File: config.mk
export PLATFORM = sky130hd
export DESIGN_NAME = lms_adaptive_fir
export DESIGN_NICKNAME = d
export VERILOG_FILES = /design/src/rtl/lms_pkg.sv /design/src/rtl/lms_ram.sv /design/src/rtl/lms_datapath.sv /design/src/rtl/lms_adaptive_fir.sv
export SDC_FILE = /design/constraint.sdc
export NUM_CORES = 2
export LEC_CHECK = 0
export BUFFER_PORTS_ARGS = -buffer_cell sky130_fd_sc_hd__buf_2
export CORE_ASPECT_RATIO = 0.9
export CORE_MARGIN = 2
export CORE_UTILIZATION = 60
export DETAILED_ROUTE_END_ITERATION = 8
export PLACE_DENSITY_LB_ADDON = 0.2
export SETUP_SLACK_MARGIN = 0.2
export SYNTH_ARGS = -nofsm -noshare
export SYNTH_HDL_FRONTEND = slang
export SYNTH_SLANG_ARGS = --single-unit
File: constraint.sdc
create_clock -name i_clk -period 10.9 [get_ports i_clk]
set_input_delay 0 -clock i_clk [delete_from_list [all_inputs] [get_ports i_clk]]
set_output_delay 0 -clock i_clk [all_outputs]
set_load 0.02 [all_outputs]
File: src/rtl/lms_pkg.sv
// Shared widths, constants and control types of the LMS adaptive FIR.
`default_nettype none
package lms_pkg;

    localparam int SAMPLE_W = 16;
    localparam int WEIGHT_W = 32;
    localparam int STEP_W   = 16;
    localparam int ME_W     = STEP_W + SAMPLE_W + 1;
    localparam int PROD_W   = ME_W + SAMPLE_W;

    localparam logic [STEP_W-1:0] STEP_RESET = 16'd328;

    typedef struct packed {
        logic issue;
        logic update;
        logic acc_clr;
        logic finalize;
        logic load_me;
    } t_dp_ctrl;

    typedef struct packed {
        logic busy;
    } t_dp_stat;

endpackage
`default_nettype wire

File: src/rtl/lms_ram.sv
// Generic simple dual-port RAM with registered read.
`default_nettype none
module lms_ram #(
    parameter int WIDTH = 16,
    parameter int DEPTH = 32,
    localparam int AW = $clog2(DEPTH)
) (
    input  wire logic             i_clk,
    input  wire logic             i_we,
    input  wire logic [AW-1:0]    i_waddr,
    input  wire logic [WIDTH-1:0] i_wdata,
    input  wire logic [AW-1:0]    i_raddr,
    output logic      [WIDTH-1:0] o_rdata
);

    logic [WIDTH-1:0] r_mem [DEPTH];
    logic [WIDTH-1:0] r_rdata;

    always_ff @(posedge i_clk) begin
        if (i_we) begin
            r_mem[i_waddr] <= i_wdata;
        end
        r_rdata <= r_mem[i_raddr];
    end

    assign o_rdata = r_rdata;

endmodule
`default_nettype wire

File: src/rtl/lms_datapath.sv
// Shared multiply-accumulate, rounding, saturation and weight update datapath.
`default_nettype none
module lms_datapath #(
    parameter int TAPS = 32,
    localparam int AW = $clog2(TAPS)
) (
    input  wire logic                                  i_clk,
    input  wire logic                                  i_rst_n,
    input  wire lms_pkg::t_dp_ctrl                     i_ctrl,
    input  wire logic [AW-1:0]                         i_idx,
    input  wire logic signed [lms_pkg::SAMPLE_W-1:0]   i_tap,
    input  wire logic signed [lms_pkg::WEIGHT_W-1:0]   i_wt,
    input  wire logic signed [lms_pkg::SAMPLE_W-1:0]   i_desired,
    input  wire logic [lms_pkg::STEP_W-1:0]            i_step,
    output lms_pkg::t_dp_stat                          o_stat,
    output logic                                       o_wr_en,
    output logic [AW-1:0]                              o_wr_addr,
    output logic signed [lms_pkg::WEIGHT_W-1:0]        o_wr_data,
    output logic signed [lms_pkg::SAMPLE_W-1:0]        o_est,
    output logic signed [lms_pkg::SAMPLE_W-1:0]        o_err
);

    localparam int SW    = lms_pkg::SAMPLE_W;
    localparam int WW    = lms_pkg::WEIGHT_W;
    localparam int MW    = lms_pkg::ME_W;
    localparam int PW    = lms_pkg::PROD_W;
    localparam int ACC_W = PW + AW;
    localparam int RND_W = ACC_W - 28;
    localparam int DW    = PW - 18;

    localparam logic signed [RND_W-1:0] EST_MAX = RND_W'(32767);
    localparam logic signed [RND_W-1:0] EST_MIN = RND_W'(-32768);
    localparam logic signed [SW:0]      ERR_MAX = (SW+1)'(32767);
    localparam logic signed [SW:0]      ERR_MIN = (SW+1)'(-32768);
    localparam logic signed [WW:0]      W_MAX   = (WW+1)'(64'sh7FFF_FFFF);
    localparam logic signed [WW:0]      W_MIN   = (WW+1)'(-64'sh8000_0000);

    logic                    r_v1, r_u1, r_v2, r_u2;
    logic [AW-1:0]           r_i1, r_i2;
    logic signed [PW-1:0]    r_prod;
    logic signed [WW-1:0]    r_wt2;
    logic signed [ACC_W-1:0] r_acc;
    logic signed [SW-1:0]    r_est, r_err;
    logic signed [MW-1:0]    r_me;

    logic signed [MW-1:0]    mul_a;
    logic signed [PW-1:0]    mul_p;
    logic signed [ACC_W-1:0] acc_rnd;
    logic signed [RND_W-1:0] est_v;
    logic signed [SW-1:0]    n_est;
    logic signed [SW:0]      err_v;
    logic signed [SW-1:0]    n_err;
    logic signed [MW-1:0]    n_me;
    logic signed [PW-1:0]    d_full;
    logic signed [DW-1:0]    d_v;
    logic signed [WW:0]      w_sum;

    always_comb begin
        mul_a = r_u1 ? r_me : MW'(i_wt);
        mul_p = mul_a * i_tap;

        acc_rnd = r_acc + ACC_W'(2**27);
        est_v   = $signed(acc_rnd[ACC_W-1:28]);
        if (est_v > EST_MAX) begin
            n_est = SW'(EST_MAX);
        end else if (est_v < EST_MIN) begin
            n_est = SW'(EST_MIN);
        end else begin
            n_est = SW'(est_v);
        end

        err_v = (SW+1)'(i_desired) - (SW+1)'(r_est);
        if (err_v > ERR_MAX) begin
            n_err = SW'(ERR_MAX);
        end else if (err_v < ERR_MIN) begin
            n_err = SW'(ERR_MIN);
        end else begin
            n_err = SW'(err_v);
        end

        n_me = $signed({1'b0, i_step}) * r_err;

        d_full = r_prod + PW'(2**17);
        d_v    = $signed(d_full[PW-1:18]);
        w_sum  = (WW+1)'(r_wt2) + (WW+1)'(d_v);
        if (w_sum > W_MAX) begin
            o_wr_data = WW'(W_MAX);
        end else if (w_sum < W_MIN) begin
            o_wr_data = WW'(W_MIN);
        end else begin
            o_wr_data = WW'(w_sum);
        end
    end

    always_ff @(posedge i_clk) begin
        if (!i_rst_n) begin
            r_v1 <= 1'b0;
            r_v2 <= 1'b0;
        end else begin
            r_v1 <= i_ctrl.issue;
            r_v2 <= r_v1;
        end
        r_u1   <= i_ctrl.update;
        r_i1   <= i_idx;
        r_u2   <= r_u1;
        r_i2   <= r_i1;
        r_prod <= mul_p;
        r_wt2  <= i_wt;

        if (i_ctrl.acc_clr) begin
            r_acc <= '0;
        end else if (r_v2 && !r_u2) begin
            r_acc <= r_acc + ACC_W'(r_prod);
        end

        // estimate first, error from the saturated estimate in the following cycle
        if (i_ctrl.finalize) begin
            r_est <= n_est;
        end
        if (i_ctrl.load_me) begin
            r_err <= n_err;
        end
        r_me <= n_me;
    end

    assign o_stat.busy = r_v1 | r_v2;
    assign o_wr_en     = r_v2 & r_u2;
    assign o_wr_addr   = r_i2;
    assign o_est       = r_est;
    assign o_err       = n_err;

endmodule
`default_nettype wire

File: src/rtl/lms_adaptive_fir.sv
// Top level of the LMS adaptive FIR: sequencer, tap and weight memories.
//
// Input requests carry noisy_sample, desired_sample and train on a
// valid/ready channel; one result (estimate, error) leaves per request on
// a second valid/ready channel through an output register.
// step_size is written on its own valid/ready channel, always ready; write
// it only while the filter is idle.
// When train is set the shared multiplier walks the taps once for the
// estimate and once for the update; when train is clear it walks them
// only for the estimate. The result is ready after the estimate pass,
// before the weight update runs.
// After reset a clearing pass zeroes both memories; no request is
// accepted during it. step_size resets to 328.
// A stalled receiver holds the result; the next request can be accepted,
// and its sequencer waits once its own result is ready until the output
// register is free.
`default_nettype none
module lms_adaptive_fir #(
    parameter int TAPS = 32
) (
    input  wire logic                                i_clk,
    input  wire logic                                i_rst_n,
    input  wire logic                                i_in_valid,
    output logic                                     o_in_ready,
    input  wire logic signed [lms_pkg::SAMPLE_W-1:0] i_noisy_sample,
    input  wire logic signed [lms_pkg::SAMPLE_W-1:0] i_desired_sample,
    input  wire logic                                i_train,
    output logic                                     o_out_valid,
    input  wire logic                                i_out_ready,
    output logic signed [lms_pkg::SAMPLE_W-1:0]      o_estimate,
    output logic signed [lms_pkg::SAMPLE_W-1:0]      o_error,
    input  wire logic                                i_cfg_valid,
    output logic                                     o_cfg_ready,
    input  wire logic [lms_pkg::STEP_W-1:0]          i_cfg_data
);

    localparam int AW = $clog2(TAPS);
    localparam int SW = lms_pkg::SAMPLE_W;
    localparam int WW = lms_pkg::WEIGHT_W;
    localparam logic [AW-1:0] LAST = AW'(TAPS - 1);

    typedef enum logic [6:0] {
        S_CLEAR = 7'b0000001,
        S_IDLE  = 7'b0000010,
        S_EST   = 7'b0000100,
        S_FIN   = 7'b0001000,
        S_OUT   = 7'b0010000,
        S_UPD   = 7'b0100000,
        S_WB    = 7'b1000000
    } t_state;

    t_state                  r_state, n_state;
    logic [AW-1:0]           r_idx, n_idx;
    logic [AW-1:0]           r_taddr, n_taddr;
    logic [AW-1:0]           r_wp, n_wp;
    logic [lms_pkg::STEP_W-1:0] r_step;
    logic signed [SW-1:0]    r_desired;
    logic                    r_train;
    logic                    r_out_valid, n_out_valid;
    logic signed [SW-1:0]    r_o_est, r_o_err;
    logic                    r_fin_phase;

    logic                    in_acc, out_load;
    logic [AW-1:0]           wp_inc, taddr_dec;
    lms_pkg::t_dp_ctrl       dp_ctrl;
    lms_pkg::t_dp_stat       dp_stat;

    logic                    tap_we;
    logic [AW-1:0]           tap_waddr;
    logic signed [SW-1:0]    tap_wdata;
    logic [SW-1:0]           tap_rdata;
    logic                    wt_we;
    logic [AW-1:0]           wt_waddr;
    logic signed [WW-1:0]    wt_wdata;
    logic [WW-1:0]           wt_rdata;

    logic                    dp_we;
    logic [AW-1:0]           dp_waddr;
    logic signed [WW-1:0]    dp_wdata;
    logic signed [SW-1:0]    dp_est, dp_err;

    assign wp_inc    = (r_wp == LAST) ? '0 : r_wp + 1'b1;
    assign taddr_dec = (r_taddr == '0) ? LAST : r_taddr - 1'b1;
    assign in_acc    = i_in_valid & o_in_ready;

    always_comb begin
        n_state     = r_state;
        n_idx       = r_idx;
        n_taddr     = r_taddr;
        n_wp        = r_wp;
        n_out_valid = r_out_valid & ~i_out_ready;
        out_load    = 1'b0;
        dp_ctrl     = '0;
        o_in_ready  = 1'b0;
        unique case (r_state)
            S_CLEAR: begin
                n_idx = r_idx + 1'b1;
                if (r_idx == LAST) begin
                    n_idx   = '0;
                    n_state = S_IDLE;
                end
            end
            S_IDLE: begin
                o_in_ready = 1'b1;
                if (i_in_valid) begin
                    n_wp            = wp_inc;
                    n_taddr         = wp_inc;
                    n_idx           = '0;
                    dp_ctrl.acc_clr = 1'b1;
                    n_state         = S_EST;
                end
            end
            S_EST: begin
                dp_ctrl.issue = 1'b1;
                n_idx         = r_idx + 1'b1;
                n_taddr       = taddr_dec;
                if (r_idx == LAST) begin
                    n_idx   = '0;
                    n_taddr = r_wp;
                    n_state = S_FIN;
                end
            end
            S_FIN: begin
                // latch estimate, then error
                if (!dp_stat.busy) begin
                    dp_ctrl.finalize = ~r_fin_phase;
                    if (r_fin_phase) begin
                        dp_ctrl.load_me = 1'b1;
                        n_state         = S_OUT;
                    end
                end
            end
            S_OUT: begin
                if (!r_out_valid || i_out_ready) begin
                    out_load    = 1'b1;
                    n_out_valid = 1'b1;
                    n_state     = r_train ? S_UPD : S_IDLE;
                end
            end
            S_UPD: begin
                dp_ctrl.issue  = 1'b1;
                dp_ctrl.update = 1'b1;
                n_idx          = r_idx + 1'b1;
                n_taddr        = taddr_dec;
                if (r_idx == LAST) begin
                    n_idx   = '0;
                    n_state = S_WB;
                end
            end
            S_WB: begin
                if (!dp_stat.busy) begin
                    n_state = S_IDLE;
                end
            end
            default: n_state = S_CLEAR;
        endcase
    end

    always_ff @(posedge i_clk) begin
        if (!i_rst_n) begin
            r_state     <= S_CLEAR;
            r_idx       <= '0;
            r_taddr     <= '0;
            r_wp        <= '0;
            r_step      <= lms_pkg::STEP_RESET;
            r_out_valid <= 1'b0;
            r_fin_phase <= 1'b0;
        end else begin
            r_state     <= n_state;
            r_idx       <= n_idx;
            r_taddr     <= n_taddr;
            r_wp        <= n_wp;
            r_out_valid <= n_out_valid;
            r_fin_phase <= (r_state == S_FIN) && !dp_stat.busy && !r_fin_phase;
            if (i_cfg_valid) begin
                r_step <= i_cfg_data;
            end
        end
        if (in_acc) begin
            r_desired <= i_desired_sample;
            r_train   <= i_train;
        end
        if (out_load) begin
            r_o_est <= dp_est;
            r_o_err <= dp_err;
        end
    end

    always_comb begin
        if (r_state == S_CLEAR) begin
            tap_we    = 1'b1;
            tap_waddr = r_idx;
            tap_wdata = '0;
            wt_we     = 1'b1;
            wt_waddr  = r_idx;
            wt_wdata  = '0;
        end else begin
            tap_we    = in_acc;
            tap_waddr = wp_inc;
            tap_wdata = i_noisy_sample;
            wt_we     = dp_we;
            wt_waddr  = dp_waddr;
            wt_wdata  = dp_wdata;
        end
    end

    lms_ram #(.WIDTH(SW), .DEPTH(TAPS)) u_tap_ram (
        .i_clk   (i_clk),
        .i_we    (tap_we),
        .i_waddr (tap_waddr),
        .i_wdata (tap_wdata),
        .i_raddr (r_taddr),
        .o_rdata (tap_rdata)
    );

    lms_ram #(.WIDTH(WW), .DEPTH(TAPS)) u_wt_ram (
        .i_clk   (i_clk),
        .i_we    (wt_we),
        .i_waddr (wt_waddr),
        .i_wdata (wt_wdata),
        .i_raddr (r_idx),
        .o_rdata (wt_rdata)
    );

    lms_datapath #(.TAPS(TAPS)) u_datapath (
        .i_clk     (i_clk),
        .i_rst_n   (i_rst_n),
        .i_ctrl    (dp_ctrl),
        .i_idx     (r_idx),
        .i_tap     ($signed(tap_rdata)),
        .i_wt      ($signed(wt_rdata)),
        .i_desired (r_desired),
        .i_step    (r_step),
        .o_stat    (dp_stat),
        .o_wr_en   (dp_we),
        .o_wr_addr (dp_waddr),
        .o_wr_data (dp_wdata),
        .o_est     (dp_est),
        .o_err     (dp_err)
    );

    assign o_out_valid = r_out_valid;
    assign o_estimate  = r_o_est;
    assign o_error     = r_o_err;
    assign o_cfg_ready = 1'b1;

endmodule
`default_nettype wire

==> results.md <==
* DR vias/cell at roughly 6.1
* Avg WL per Cell at 26.03 um
* Hpwl dp at between 150 and 200 mm
* CTS resizes at 0
* Clock transition at path regs at around 0.060 ns
* Post-synthesis compound-gate area fraction at approximately 4.5%
* HP Class: primary input to flop
* Syn Inst Count at approximately 7200
* Syn Nets at between 8000 and 9000
* Hold Violations, Final at 0
* Total CTS buffers at about 180
* First-pass GRT wire length at just under 400 mm
* Critical path class: flop to flop
* Max transition margin at under 10%
* Remaining Overflow, GRT at 0
* TritonCTS clock tree: built
* Vias in the first global route at roughly 63000
* Ys Warns at 0
* Share of Yosys cell area claimed by the top area cell type at about 47%
* Post-synthesis sequential area ratio at 52.52%
* Initial core utilization at approximately three fifths
* Post-synth EDFFs at about 1600
* Htree depth at 4
* Period utilisation layout at a little under three quarters
* Post-synth ARST share at 0%
* Post-synthesis adder-cell area fraction at roughly 18%
* Core Rows at about 140
* Largest family of logic cells by synthesized area: adder cells
* Die H at approximately 400 um
* Die X at ~440 um
* Post-CTS setup buffer count at 0
* Slew Viols, Final at 0
* Startpoint Class: flop
* Post-synthesis register bit count at between 1500 and 2000
* Max Root-Sink Buffers at 3
* Mapped Area at 102800 um2
* Largest net degree at the start of global routing at between 90 and 100
* Final setup TNS at 0 ns
* Final Skew at approximately 0.086 ns
* Top FF cell, synth: edfxtp_1
* Synth area leader: edfxtp_1
* Die ar. at about 170000 um2
* Core Region at 170600 um2
* # hold bufs at CTS at between 100 and 150
* WHS Path Cells at 4
* Post-Route WL at ~260 mm
* Top cells by area, synth: edfxtp_1 47%, fa_1 14%, mux4_2 11%
* Setup violations, final at 0
* Initial DRC count at between 6000 and 7000
* Crit path arrival time at about 8.5 ns
* Count of cell types in the netlist at approximately 100
* Unrepaired setup endpoints after global routing: false
* FF+latch area at 53980 um2
* Total I/O pin count at slightly below 90
* Top-count cell post-synth: edfxtp_1
* Final Net Count at 8541
* IO buf count at 87
* Status: finished clean
* Worst R2R Path Depth at 25
* MaxCap Viol Count at 0
* Root Buffer: clkbuf_16
* Synth Area in XOR/XNOR at 1.747%
* Detail Route Antenna Nets at 0
* Filler Cell Count at 11840
* Sink Count at 1887
* Mux cell area share after synthesis at between 10% and 20%
* Final min period at 7.819 ns
* Commonest cells post-synth: 1617 x edfxtp_1, 875 x inv_1, 703 x nand2_1
* Setup crit end kind: flop
* RD Place Congestion at 0.9462
* Area Growth Syn to Fin at 10.18%
* WP data required at around 12 ns
* Layout cells sized above 1 at 15.19%
* Clock Latency Late Sink at between 0.8 and 0.9 ns
* Least-Margin Pin Slew at between 1 and 1.5 ns
* Crit-path max FO at 27
* Syn Area/Cell at 14.17 um2
* FMAX at ~0.13 GHz
* Antenna violations before repair at 5
* Length of the first detailed-routing pass in iterations at 6
* GRT Total Usage at between 30% and 40%
* Drt drc at 0
* Area occupied by multi-input gates at approximately 45000 um2
* Fraction of the mapped netlist area in simple logic gates at 7.753%
* Vias post-DR at 60530
## cell type report
type | instances | area share (%)
repair buffers | 323 | 2.213
diodes | 2 | 0.004421
flip-flops and latches | 1887 | 47.68
multi-input cells | 4171 | 39.39
clock inverters | 98 | 0.9626
well taps | 2263 | 2.501
clock buffers | 240 | 4.331
inverters | 878 | 2.916
## metrics by stage
stage | setup slack [ns] | utilization (%) | cell area, um2 | cells | hold slack (ns)
2_1_floorplan | 3.838 | - | 102800 | 7249 | 0.09887
3_3_place_gp | 3.208 | 62.22 | 106200 | 9418 | 0.1791
3_5_place_dp | 3.188 | 62.22 | 106200 | 9418 | 0.1781
4_1_cts | 3.121 | 66.35 | 113200 | 9860 | 0.05390
5_1_grt | 2.697 | 66.35 | 113200 | 9861 | 0.1071
6_report | 3.081 | 66.35 | 113200 | 9862 | 0.09201
## sequential cells by signal, indices dropped and copies added (netlist names), 32 cells and up
name / cells
u_wt_ram.r_mem: 1024
u_tap_ram.r_mem: 512
u_datapath.r_acc: 54
u_datapath.r_prod: 49
u_datapath.r_me: 33
u_datapath.r_wt2: 32
u_wt_ram.o_rdata: 32
## cell usage in the layout (no fill, tap or decap), drive strengths merged, types with 208 or more instances in the layout
master,n
a21oi,208
nor2,265
inv,884
buf,219
and2,337
dfxtp,270
mux4,480
nand2,705
fa,697
ha,346
edfxtp,1617
clkbuf,240
## cells by family after synthesis
family                     count (synthesis)
and+or+nand+nor                         1667
AOI/OAI and AO/OA                        702
DFF                                     1887
adders and majority gates               1045
xor gates and xnor gates                 205
muxes                                    551
buffers and inverters                   1191
other                                      1
## critical path, cell delays in order, from the launching register on
cell and delay (ns):
dfxtp_1 0.53, buf_4 0.44, mux2_2 0.56, and2_1 0.25, fa_1 0.53, inv_1 0.05
fa_1 0.46, fa_1 0.51, inv_1 0.05, fa_1 0.49, fa_1 0.50, inv_1 0.05
fa_1 0.48, inv_1 0.04, ha_1 0.38, a21oi_2 0.22, o21ai_1 0.09, a221o_1 0.34
a21oi_1 0.21, or2b_2 0.15, o2111ai_1 0.22, a311o_1 0.37, o31a_2 0.31, a21o_2 0.20
a21oi_2 0.14, xnor2_1 0.07
## per-layer routing
| layer | vias up | global-route usage, % | share of wire [%] |
|---|---|---|---|
| met5 | - | 0 | 0.0027 |
| met4 | 2 | 11.37 | 4.1 |
| met3 | 527 | 5.837 | 9.1 |
| met2 | 2847 | 47.64 | 47 |
| met1 | 31200 | 42.34 | 40 |
| li1 | 25960 | - | - |
## worst paths after layout
| kind | from | end | slack [ns] |
|---|---|---|---|
| worst max-delay path | u_datapath.r_u1 | u_datapath.r_prod[48] | 3.08 |
| worst min-delay path | i_rst_n | r_taddr[3] | 0.09 |
| worst max register to register | u_datapath.r_u1 | u_datapath.r_prod[48] | 3.08 |
| worst min register to register | u_datapath.r_i1[2] | u_datapath.o_wr_addr[2] | 0.32 |
Power is left out: the tool's default activity adds up to more than one toggle a clock period on the data nets, which glitch-free logic cannot reach.
